===== config.mk =====
export PLATFORM = sky130hd
export DESIGN_NAME = vcv_mac
export DESIGN_NICKNAME = d
export VERILOG_FILES = /design/src/rtl/core/vcv_pkg.sv /design/src/rtl/core/vcv_mac.sv
export SDC_FILE = /design/constraint.sdc
export NUM_CORES = 1
export LEC_CHECK = 0
export ABC_AREA = 1
export BUFFER_PORTS_ARGS = -buffer_cell sky130_fd_sc_hd__buf_2
export CAP_MARGIN = 20
export CORE_UTILIZATION = 60
export CTS_BUF_LIST = sky130_fd_sc_hd__clkbuf_8
export DETAILED_ROUTE_END_ITERATION = 8
export GPL_TIMING_DRIVEN = 0
export PLACE_DENSITY_LB_ADDON = 0.05
export SETUP_SLACK_MARGIN = 0.4
export SLEW_MARGIN = 20
export SYNTH_ARGS = -nofsm -noshare
export SYNTH_HDL_FRONTEND = slang
export SYNTH_SLANG_ARGS = --single-unit

===== constraint.sdc =====
create_clock -name clk -period 18.8 [get_ports clk]
set_input_delay 1.88 -clock clk [delete_from_list [all_inputs] [get_ports clk]]
set_output_delay 1.88 -clock clk [all_outputs]
set_load 0.02 [all_outputs]

===== src/rtl/core/vcv_pkg.sv =====
package vcv_pkg;

  localparam int DEF_MAX_KERNEL    = 5;
  localparam int DEF_MAX_WIDTH     = 1024;
  localparam int DEF_FRACTION_BITS = 14;

  localparam int PIX_W    = 16;
  localparam int ACC_W    = 40;
  localparam int RES_W    = 24;
  localparam int ROW_W    = 12;
  localparam int OCOL_W   = 10;
  localparam int MAX_HEIGHT = 4096;
  localparam int CFG_W    = 13;

  typedef enum logic [1:0] {
    REG_IMAGE_WIDTH    = 2'd0,
    REG_IMAGE_HEIGHT   = 2'd1,
    REG_KERNEL_ROWS    = 2'd2,
    REG_KERNEL_COLUMNS = 2'd3
  } vcv_reg_t;

  typedef enum logic {
    OP_PIXEL = 1'b0,
    OP_COEF  = 1'b1
  } vcv_op_t;

  typedef enum logic [1:0] {
    ST_IDLE,
    ST_RUN,
    ST_WAIT,
    ST_OUT
  } vcv_state_t;

  typedef struct packed {
    logic valid;
    logic first;
    logic last;
  } vcv_tap_t;

endpackage


===== src/rtl/core/vcv_mac.sv =====
module vcv_mac #(
  parameter int FRACTION_BITS = vcv_pkg::DEF_FRACTION_BITS
) (
  input  logic                              clk,
  input  logic                              rst_n,
  input  vcv_pkg::vcv_tap_t                 tap,
  input  logic signed [vcv_pkg::PIX_W-1:0]  pixel,
  input  logic signed [vcv_pkg::PIX_W-1:0]  coef,
  output logic                              done,
  output logic signed [vcv_pkg::RES_W-1:0]  result,
  output logic                              sat
);
  import vcv_pkg::*;

  localparam logic signed [ACC_W:0] HALF =
    (FRACTION_BITS > 0) ? ((ACC_W+1)'(1) <<< ((FRACTION_BITS > 0) ? FRACTION_BITS - 1 : 0))
                        : '0;
  localparam logic signed [ACC_W:0] OUT_MAX = (ACC_W+1)'(8388607);
  localparam logic signed [ACC_W:0] OUT_MIN = -(ACC_W+1)'(8388608);

  logic signed [2*PIX_W-1:0] prod_r;
  vcv_tap_t                  tap1_r;
  logic signed [ACC_W-1:0]   acc_r;
  logic                      done_r;
  logic signed [ACC_W:0]     rounded;
  logic signed [ACC_W:0]     shifted;

  always_ff @(posedge clk) begin
    prod_r <= pixel * coef;
    if (tap1_r.valid) begin
      acc_r <= tap1_r.first ? ACC_W'(prod_r) : acc_r + ACC_W'(prod_r);
    end
  end

  always_ff @(posedge clk) begin
    if (!rst_n) begin
      tap1_r <= '0;
      done_r <= 1'b0;
    end else begin
      tap1_r <= tap;
      done_r <= tap1_r.valid && tap1_r.last;
    end
  end

  always_comb begin
    rounded = (ACC_W+1)'(acc_r) + HALF;
    shifted = rounded >>> FRACTION_BITS;
    sat     = 1'b0;
    result  = RES_W'(shifted);
    if (shifted > OUT_MAX) begin
      result = RES_W'(OUT_MAX);
      sat    = 1'b1;
    end else if (shifted < OUT_MIN) begin
      result = RES_W'(OUT_MIN);
      sat    = 1'b1;
    end
  end

  assign done = done_r;

endmodule


==> results of run 1 <==
## worst paths after layout
path,startpoint,to,cells past startpoint
hold reg to reg,tap1_r[0],done,1
hold / removal,tap1_r[0],done,1
setup / recovery,coef[6],prod_r[31],22
setup reg to reg,prod_r[0],acc_r[30],15
## per-layer routing
metal	wire length [um]	GRT usage	share of wire	vias up
met5	0	0	0	-
met4	2370	0.166	0.049	0
met3	2810	0.0315	0.058	123
met2	23700	0.618	0.49	561
met1	19300	0.412	0.40	7160
li1	-	-	-	7310
## cell usage after synthesis, types with 15 or more instances
library cell,n
sky130_fd_sc_hd__ha_1,122
sky130_fd_sc_hd__dfxtp_1,36
sky130_fd_sc_hd__nand4_1,26
sky130_fd_sc_hd__xnor2_1,22
sky130_fd_sc_hd__nor2_1,142
sky130_fd_sc_hd__inv_1,643
sky130_fd_sc_hd__a21oi_1,63
sky130_fd_sc_hd__nand2_1,787
sky130_fd_sc_hd__nand3_1,99
sky130_fd_sc_hd__or2_2,15
sky130_fd_sc_hd__xor2_1,38
sky130_fd_sc_hd__nor3_1,20
sky130_fd_sc_hd__o21ai_0,28
sky130_fd_sc_hd__edfxtp_1,40
sky130_fd_sc_hd__clkbuf_1,65
sky130_fd_sc_hd__fa_1,263
## area by class of cell
cell class | count | area, um2
inverter | 647 | 2430
sequential | 76 | 1920
tap | 378 | 473
multi-input combinational | 1675 | 12500
buffer | 70 | 293
timing repair buffer | 36 | 195
clock buffer | 9 | 124
clock inverter | 7 | 80.1
fill | 2733 | 9910
## stage by stage
stage | cells | utilization
after floorplan | 2468 | -
after global placement | 2881 | 0.637
after detailed placement | 2882 | 0.638
after CTS | 2898 | 0.645
after global routing | 2898 | 0.645
final | 2898 | 0.645
## logic make-up (layout without fill, tap and decap cells)
kind of cell	Yosys count	count (layout)	share of synthesized area
buffers and inverters	717	769	0.159
AND/OR/NAND/NOR	1114	1114	0.265
flip-flops	76	76	0.112
XOR/XNOR	60	60	0.0306
AO/OA/AOI/OAI	116	116	0.0379
adder cells (fa/ha/maj)	385	385	0.396
## state kept, by name (all words and copies together) (netlist names)
| signal | flops |
|---|---|
| done | 1 |
| tap1_r | 3 |
| acc_r | 40 |
| prod_r | 32 |
## critical path: stages
cell and delay [ns]:
sky130_fd_sc_hd__clkbuf_1 0.47, sky130_fd_sc_hd__clkbuf_1 0.63, sky130_fd_sc_hd__nand2_1 0.18, sky130_fd_sc_hd__fa_1 0.63, sky130_fd_sc_hd__inv_1 0.07, sky130_fd_sc_hd__fa_1 0.86, sky130_fd_sc_hd__inv_1 0.19, sky130_fd_sc_hd__fa_1 0.57
sky130_fd_sc_hd__inv_1 0.05, sky130_fd_sc_hd__fa_1 0.48, sky130_fd_sc_hd__fa_1 0.55, sky130_fd_sc_hd__inv_1 0.05, sky130_fd_sc_hd__fa_1 0.53, sky130_fd_sc_hd__inv_1 0.04, sky130_fd_sc_hd__ha_1 0.35, sky130_fd_sc_hd__nand2_1 0.14
sky130_fd_sc_hd__nor2_1 0.22, sky130_fd_sc_hd__nand2_1 0.08, sky130_fd_sc_hd__o21ai_0 0.39, sky130_fd_sc_hd__nor2_1 0.09, sky130_fd_sc_hd__nand2_1 0.07, sky130_fd_sc_hd__nand2_1 0.05
==> flow_summary.toml, run 1 <==
[synthesis]
yosysTopAreaCell = "sky130_fd_sc_hd__fa_1"
ys_warn_count = 0
postSynthNetCount = 2890
post_synth.cell_area_avg_um2 = 6.95
synth-seq-area-share = 0.112
share_of_synthesized_registers_carrying_an_async_set_or_reset = 0
dominant_register_cell_in_the_synthesized_netlist = "sky130_fd_sc_hd__edfxtp_1"
ys_top_cells_by_area = "sky130_fd_sc_hd__fa_1, sky130_fd_sc_hd__nand2_1, sky130_fd_sc_hd__inv_1"
synth_largest_type_area_fraction = 0.307
synth_enable_flop_cells = 40
ys_types = 37
netlist_instances = 2468
syn_area_um2 = 17200
synth-seq-cells = 76

[clocking]
total_setup_buffers_inserted_after_cts = 0
max-clock-path-buffers = 2
cts_resized = 0
cts_tree = "yes"
h-tree-depth = 3
clock_insertion_delay_worst_skew_ns = 0.38
clock-sinks = 76
clock_buffers_created_by_tritoncts = 9
clockRootBuffer = "sky130_fd_sc_hd__clkbuf_8"
path_clk_slew_ns = 0.08
holdBufCountCts = 0

[min_path]
worst_hold_path_type = "flip-flop to flip-flop"

[cells_and_area]
layout-drive-gt1-share = 0.0341
antenna_cells_inserted = 0
mostFrequentLayoutCell = "sky130_fd_sc_hd__nand2_1"
layout.cell_area.non_filler_um2 = 18000
area_growth_pct = 5.09
net_total_in_the_final_layout = 2937
layout_common_cells = "sky130_fd_sc_hd__nand2_1, sky130_fd_sc_hd__inv_1, sky130_fd_sc_hd__fa_1, sky130_fd_sc_hd__nor2_1, sky130_fd_sc_hd__ha_1"

[grt]
globalRoute.totalOverflow = 0
first_global_vias = 15173
grt_pass1_wl_um = 76300
grt_max_degree = 27
grt_antenna_before_repair = 0
global_route.usage.total = 0.344

[worst_setup_path]
crit_fanout = 10
critical_path_arrival_ns = 8.58
r2r_setup_slack_ns = 16.08
timing.critical_path.required_ns = 19.06
timing_worst_setup_path_type = "primary input to flip-flop"
crit_path_end_kind = "flip-flop"
critPathLaunchType = "primary input"

[place]
hpwl_um = 41800
weighted_congestion_at_the_end_of_routability_driven_global_placement = 0.980
worst_slack_at_placement_ns = 10.14
dpl_cell_area_um2 = 17800
port_buffers = 35

[routing]
routed_wl_um = 48200
drt-pass1-iter-count = 6
routed_wire_length_per_instance_um = 16.6
drt_iter0_drc = 996
avgViaCountPerCell = 5.23
residual_drc = 0
route.vias.total = 15154
ant_nets = 0

[run]
cap_viol_max_count = 0

[floorplan]
die-height_um = 171
die-width_um = 171
initial_utilization = 0.614
num_rows = 61
num_io_pins = 63
core-area_um2 = 27900
die-area_um2 = 29300

[sta]
grt_setup_unrepaired = "no"
finalSetupViolations = 0
max_freq_mhz = 120
fin_crit_sh = 0.443
fin_skew_ns = 0.0187
timing.final.ws_setup_ns = 10.48
layout_min_cycle_time_ns = 8.32
drv_slew = 0
post_route_setup_tns_ns = 0
worst_slew_pin_slew_ns = 0.743
slew_headroom = 0.505
finalHoldViolations = 0
fin_hold_ws_ns = 0.460

[run_status]
status = "finished clean"
Power of run 1 is not shown: default switching activity piles up to over one toggle a cycle in this logic, so the estimate is an artifact.
==> inputs of run 2 (changes only) <==
--- a/config.mk
+++ b/config.mk
@@ -5,7 +5,7 @@
 export SDC_FILE = /design/constraint.sdc
 export NUM_CORES = 1
 export LEC_CHECK = 0
-export ABC_AREA = 1
+export ABC_AREA = 0
 export BUFFER_PORTS_ARGS = -buffer_cell sky130_fd_sc_hd__buf_2
 export CAP_MARGIN = 20
 export CORE_UTILIZATION = 60
==> constraint.sdc (replaced) <==
create_clock -name clk -period 7.1 [get_ports clk]
set_input_delay 0.71 -clock clk [delete_from_list [all_inputs] [get_ports clk]]
set_output_delay 0.71 -clock clk [all_outputs]
set_load 0.02 [all_outputs]
==> run 2 against run 1 <==
Net effect:
- global-route usage fell by 5.5 points
- largest cell class unchanged
- die area fell by 12%
- highest routed layer unchanged
- flip-flop and latch count did not move
==> flow_summary.toml, run 2 <==
[grt]
first_global_vias = 11341
grt_max_degree = 24
grt_antenna_before_repair = 0
global_route.usage.total = 0.289
grt_pass1_wl_um = 58200
globalRoute.totalOverflow = 0

[synthesis]
synth_largest_type_area_fraction = 0.349
syn_area_um2 = 15100
synth_enable_flop_cells = 40
synth.most_common_cell = "sky130_fd_sc_hd__inv_1"
post_synth_most_frequent_cells = "sky130_fd_sc_hd__inv_1, sky130_fd_sc_hd__fa_1, sky130_fd_sc_hd__nand2_1"
netlist_instances = 1657
yosysTopAreaCell = "sky130_fd_sc_hd__fa_1"
synth-seq-area-share = 0.127
ys_top_cells_by_area = "sky130_fd_sc_hd__fa_1, sky130_fd_sc_hd__ha_1, sky130_fd_sc_hd__inv_1"
ys_types = 78
ys_warn_count = 0
synth-seq-cells = 76
dominant_register_cell_in_the_synthesized_netlist = "sky130_fd_sc_hd__edfxtp_1"
post_synth.cell_area_avg_um2 = 9.10
share_of_synthesized_registers_carrying_an_async_set_or_reset = 0
postSynthNetCount = 2079

[sta]
slew_headroom = 0.529
layout_min_cycle_time_ns = 6.53
drv_slew = 0
fin_crit_sh = 0.919
post_route_setup_tns_ns = 0
finalSetupViolations = 0
max_freq_mhz = 153
finalHoldViolations = 0
worst_slew_pin_slew_ns = 0.707
grt_setup_unrepaired = "yes"
timing.final.ws_setup_ns = 0.574
fin_skew_ns = 0.0111

[clocking]
clockRootBuffer = "sky130_fd_sc_hd__clkbuf_8"
path_clk_slew_ns = 0.09
clock-sinks = 76
h-tree-depth = 3
cts_tree = "yes"
max-clock-path-buffers = 2
clock_buffers_created_by_tritoncts = 9
holdBufCountCts = 0
clock_insertion_delay_worst_skew_ns = 0.37

[routing]
route.vias.total = 11286
residual_drc = 0
drt_iter0_drc = 825
drt-pass1-iter-count = 5
routed_wire_length_per_instance_um = 17.1
ant_nets = 0
routed_wl_um = 35300
avgViaCountPerCell = 5.47

[cells_and_area]
finish.cell_count_without_fillers = 2063
largest_register_ff_count = 40
antenna_cells_inserted = 0
reg_top3 = "acc_r: 40 flops, prod_r: 32 flops, tap1_r: 3 flops"
net_total_in_the_final_layout = 2156
layout-drive-gt1-share = 0.0989
area_growth_pct = 7.09
n_fill_cell = 2077
mostFrequentLayoutCell = "sky130_fd_sc_hd__inv_1"
utilization = 0.660
layout_common_cells = "sky130_fd_sc_hd__inv_1, sky130_fd_sc_hd__fa_1, sky130_fd_sc_hd__nand2_1, sky130_fd_sc_hd__and2_1, sky130_fd_sc_hd__ha_1"
top_register = "acc_r"

[floorplan]
die-area_um2 = 25800
die-height_um = 161
num_rows = 57
die-width_um = 161
core-area_um2 = 24500
num_io_pins = 63
initial_utilization = 0.616

[place]
hpwl_um = 29600
port_buffers = 62
weighted_congestion_at_the_end_of_routability_driven_global_placement = 0.943
worst_slack_at_placement_ns = -0.242
placed_cells_incl_taps = 2044

[run_status]
status = "finished clean"

[worst_setup_path]
crit_fanout = 10
timing.critical_path.required_ns = 7.35
crit_path_end_kind = "flip-flop"
r2r_setup_slack_ns = 3.96
worst_r2r_path_depth = 12
timing_worst_setup_path_type = "primary input to flip-flop"
critPathLaunchType = "primary input"
critical_path_arrival_ns = 6.77

[min_path]
hold-path-cell-count = 1
worst_hold_path_type = "flip-flop to flip-flop"

[run]
cap_viol_max_count = 0
-- run 2: changes by cell type after synthesis, sizes merged, moves of 16 or more --
cell	previous run	this run
and2	0	135
nor2	145	41
nand4	26	10
inv	646	344
a21o	9	32
o21ai	29	83
nand3	100	24
xnor2	22	53
nand2	791	179
clkbuf	65	45
-- run 2: path summary, 6_finish.rpt --
check	to	startpoint
max	prod_r[28]	pixel[13]
min	done	tap1_r[0]
max reg2reg	acc_r[38]	prod_r[0]
min reg2reg	done	tap1_r[0]
-- run 2: routing by layer --
metal	vias up	GRT usage	part of all wire
met1	5477	0.403	0.45
met5	-	0	0
met4	0	0.0671	0.023
met2	386	0.483	0.46
li1	5371	-	-
met3	52	0.0372	0.069
-- run 2: through the flow --
step                      hold WS [ns]  area, um2
final                            0.479      16100
after global routing             0.505      16100
after CTS                        0.484      16100
after detailed placement         0.457      15800
after global placement           0.433      15800
after floorplan                  0.429      15100
-- run 2: area by class of cell --
cell class                 count  area (um2)  area share
multi-input combinational   1184       11700       0.723
sequential                    76        1920       0.119
inverter                     344        1290      0.0800
tap                          324         405      0.0251
timing repair buffer          66         360      0.0223
buffer                        53         283      0.0175
clock buffer                   9         124     0.00767
clock inverter                 7        87.6     0.00542
-- run 2: cells by family (layout without fill, tap and decap cells) --
family | Yosys count | after routing | synth area share
compound gates | 255 | 255 | 0.114
xor+xnor | 86 | 86 | 0.0500
fa+ha+maj | 385 | 385 | 0.450
buf+inv | 397 | 479 | 0.101
flops | 76 | 76 | 0.127
mux | 4 | 4 | 0.00290
simple gates | 454 | 454 | 0.154
-- run 2: critical path: stages --
cell,delay (ns)
sky130_fd_sc_hd__buf_2,0.15
sky130_fd_sc_hd__clkbuf_1,0.45
sky130_fd_sc_hd__nand2_1,0.14
sky130_fd_sc_hd__fa_1,0.58
sky130_fd_sc_hd__fa_1,0.44
sky130_fd_sc_hd__fa_1,0.53
sky130_fd_sc_hd__inv_1,0.05
sky130_fd_sc_hd__fa_1,0.49
sky130_fd_sc_hd__fa_1,0.55
sky130_fd_sc_hd__inv_1,0.05
sky130_fd_sc_hd__fa_1,0.52
sky130_fd_sc_hd__inv_1,0.04
sky130_fd_sc_hd__ha_1,0.37
sky130_fd_sc_hd__a21o_1,0.19
sky130_fd_sc_hd__a21o_1,0.17
sky130_fd_sc_hd__a21oi_1,0.19
sky130_fd_sc_hd__o21ai_0,0.14
sky130_fd_sc_hd__o31ai_2,0.35
sky130_fd_sc_hd__o21ai_1,0.13
sky130_fd_sc_hd__o21a_1,0.20
sky130_fd_sc_hd__o21ai_0,0.20
sky130_fd_sc_hd__a2111oi_2,0.10
-- run 2: repair_timing --
item                                    4_1_cts  5_1_grt
buffers inserted                              0        3
endpoints found under the setup margin        6        9
resized for setup                            17       56
pin swaps                                     0        6
Power of run 2 is left out for the same reason.
==> inputs of run 3 (changes only) <==
--- a/config.mk
+++ b/config.mk
@@ -5,7 +5,7 @@
 export SDC_FILE = /design/constraint.sdc
 export NUM_CORES = 1
 export LEC_CHECK = 0
-export ABC_AREA = 0
+export ABC_AREA = 1
 export BUFFER_PORTS_ARGS = -buffer_cell sky130_fd_sc_hd__buf_2
 export CAP_MARGIN = 20
 export CORE_UTILIZATION = 60
==> run 3 against run 2 <==
Net effect:
- highest routed layer unchanged
- design area rose by 12%
- non-clock buffer count is 13 lower
- sequential share of layout area shrank 1.3 points
- core utilization shrank 1.4 points
- count of clock-buffer cells in the layout stayed put
- first-iteration DRC count grew 19%
- routed wire length grew 37%
- setup slack better by 0.060 ns
- flip-flop and latch count stayed put
==> flow_summary.toml, run 3 (synthesis gave the netlist of run 1 again) <==
[sta]
fin_crit_sh = 0.911
finalSetupViolations = 0
fin_skew_ns = 0.0190
layout_min_cycle_time_ns = 6.47
post_route_setup_tns_ns = 0
grt_setup_unrepaired = "no"
slew_headroom = 0.520
max_freq_mhz = 155
finalHoldViolations = 0
timing.final.ws_setup_ns = 0.634
worst_slew_pin_slew_ns = 0.720
drv_slew = 0

[worst_setup_path]
worst_r2r_path_depth = 15
critical-path-top-cell-by-count = "sky130_fd_sc_hd__fa_1"
crit_fanout = 10
critPathLaunchType = "primary input"
r2r_setup_slack_ns = 4.38
critical_path.cell_chain = "clkbuf_1 -> clkbuf_1 -> nand2_1 -> fa_1 -> inv_1 -> fa_1 -> fa_1 -> fa_1 -> fa_1 -> inv_1 -> fa_1 -> inv_1 -> ha_1 -> nand2_1 -> nor2_1 -> inv_1 -> nor2_1 -> nand3_1 -> or2_2 -> nand4_1 -> nand2_1"
timing.critical_path.required_ns = 7.36
crit_path_end_kind = "flip-flop"
timing_worst_setup_path_type = "primary input to flip-flop"
critical_path_arrival_ns = 6.73
critical_path.slowest_cell = "sky130_fd_sc_hd__fa_1"
slowest_delay_ns = 0.56

[cells_and_area]
mostFrequentLayoutCell = "sky130_fd_sc_hd__nand2_1"
finish.cell_count_without_fillers = 2898
reg_top3 = "acc_r: 40 flops, prod_r: 32 flops, tap1_r: 3 flops"
net_total_in_the_final_layout = 2937
area_growth_pct = 5.19
antenna_cells_inserted = 0
layout-drive-gt1-share = 0.0385
largest_register_ff_count = 40
layout_common_cells = "sky130_fd_sc_hd__nand2_1, sky130_fd_sc_hd__inv_1, sky130_fd_sc_hd__fa_1, sky130_fd_sc_hd__nor2_1, sky130_fd_sc_hd__ha_1"
top_register = "acc_r"

[routing]
drt-pass1-iter-count = 5
routed_wire_length_per_instance_um = 16.6
routed_wl_um = 48200
avgViaCountPerCell = 5.22
route.vias.total = 15133
ant_nets = 0
residual_drc = 0
drt_iter0_drc = 978

[floorplan]
die-height_um = 171
core-area_um2 = 27900
num_io_pins = 63
die-width_um = 171
initial_utilization = 0.614
die-area_um2 = 29300
num_rows = 61

[grt]
global_route.usage.total = 0.344
first_global_vias = 15186
globalRoute.totalOverflow = 0
grt_pass1_wl_um = 76200
grt_max_degree = 27
grt_antenna_before_repair = 0

[place]
weighted_congestion_at_the_end_of_routability_driven_global_placement = 0.980
port_buffers = 35
placed_cells_incl_taps = 2882
hpwl_um = 41800
worst_slack_at_placement_ns = -0.386

[clocking]
max-clock-path-buffers = 2
clockRootBuffer = "sky130_fd_sc_hd__clkbuf_8"
clock_buffers_created_by_tritoncts = 9
clock_insertion_delay_worst_skew_ns = 0.38
holdBufCountCts = 0
path_clk_slew_ns = 0.08
cts_tree = "yes"
clock-sinks = 76
h-tree-depth = 3

[min_path]
worst_hold_path_type = "flip-flop to flip-flop"
hold-path-cell-count = 1

[run_status]
status = "finished clean"

[run]
cap_viol_max_count = 0
## run 3: cell types whose count changed in the layout (fill, tap and decap cells not counted), moves of 17 or more
cell	before	now
sky130_fd_sc_hd__a21o_1	31	9
sky130_fd_sc_hd__and2_1	135	0
sky130_fd_sc_hd__buf_2	69	36
sky130_fd_sc_hd__clkbuf_1	18	55
sky130_fd_sc_hd__inv_1	343	643
sky130_fd_sc_hd__nand2_1	178	787
sky130_fd_sc_hd__nand3_1	23	99
sky130_fd_sc_hd__nand4_1	8	26
sky130_fd_sc_hd__nor2_1	41	142
sky130_fd_sc_hd__o21ai_0	58	28
sky130_fd_sc_hd__o21ai_2	17	0
sky130_fd_sc_hd__xnor2_1	53	22
## run 3: per-layer routing
| metal | share of wire | vias up | wire length [um] | global-route usage |
|---|---|---|---|---|
| met5 | 0 | - | 0 | 0 |
| met4 | 0.048 | 0 | 2310 | 0.167 |
| met3 | 0.057 | 127 | 2730 | 0.0317 |
| met2 | 0.49 | 562 | 23700 | 0.618 |
| met1 | 0.40 | 7140 | 19400 | 0.412 |
| li1 | - | 7304 | - | - |
## run 3: worst paths after layout
kind / startpoint / end
setup / recovery: pixel[8] / prod_r[29]
hold / removal: tap1_r[0] / done
setup reg to reg: prod_r[0] / acc_r[30]
hold reg to reg: tap1_r[0] / done
## run 3: per-stage QoR
stage          hold WS, ns  cell area (um2)   util
2_1_floorplan        0.429            17200      -
3_3_place_gp         0.432            17800  0.637
3_5_place_dp         0.445            17800  0.638
4_1_cts              0.466            18000  0.646
5_1_grt              0.484            18000  0.646
6_report             0.460            18000  0.646
## run 3: repair_timing
item                       in CTS  in global routing
setup endpoints to repair       9                  5
buffers inserted                0                  0
gates resized for setup         5                 15
## run 3: worst max-delay path: cells and delay by family
kind | cells | cell delay (ns)
and+or+nand+nor | 8 | 1.34
adders and majority gates | 7 | 3.55
buffers and inverters | 6 | 1.13
## run 3: final cells by class
| cell class | count | area (um2) |
|---|---|---|
| Multi-Input combinational cell | 1675 | 12500 |
| Clock inverter | 7 | 80.1 |
| Tap cell | 378 | 473 |
| Clock buffer | 9 | 124 |
| Timing Repair Buffer | 36 | 195 |
| Buffer | 70 | 308 |
| Fill cell | 2732 | 9890 |
| Sequential cell | 76 | 1920 |
| Inverter | 647 | 2430 |
Power of run 3 is left out for the same reason.
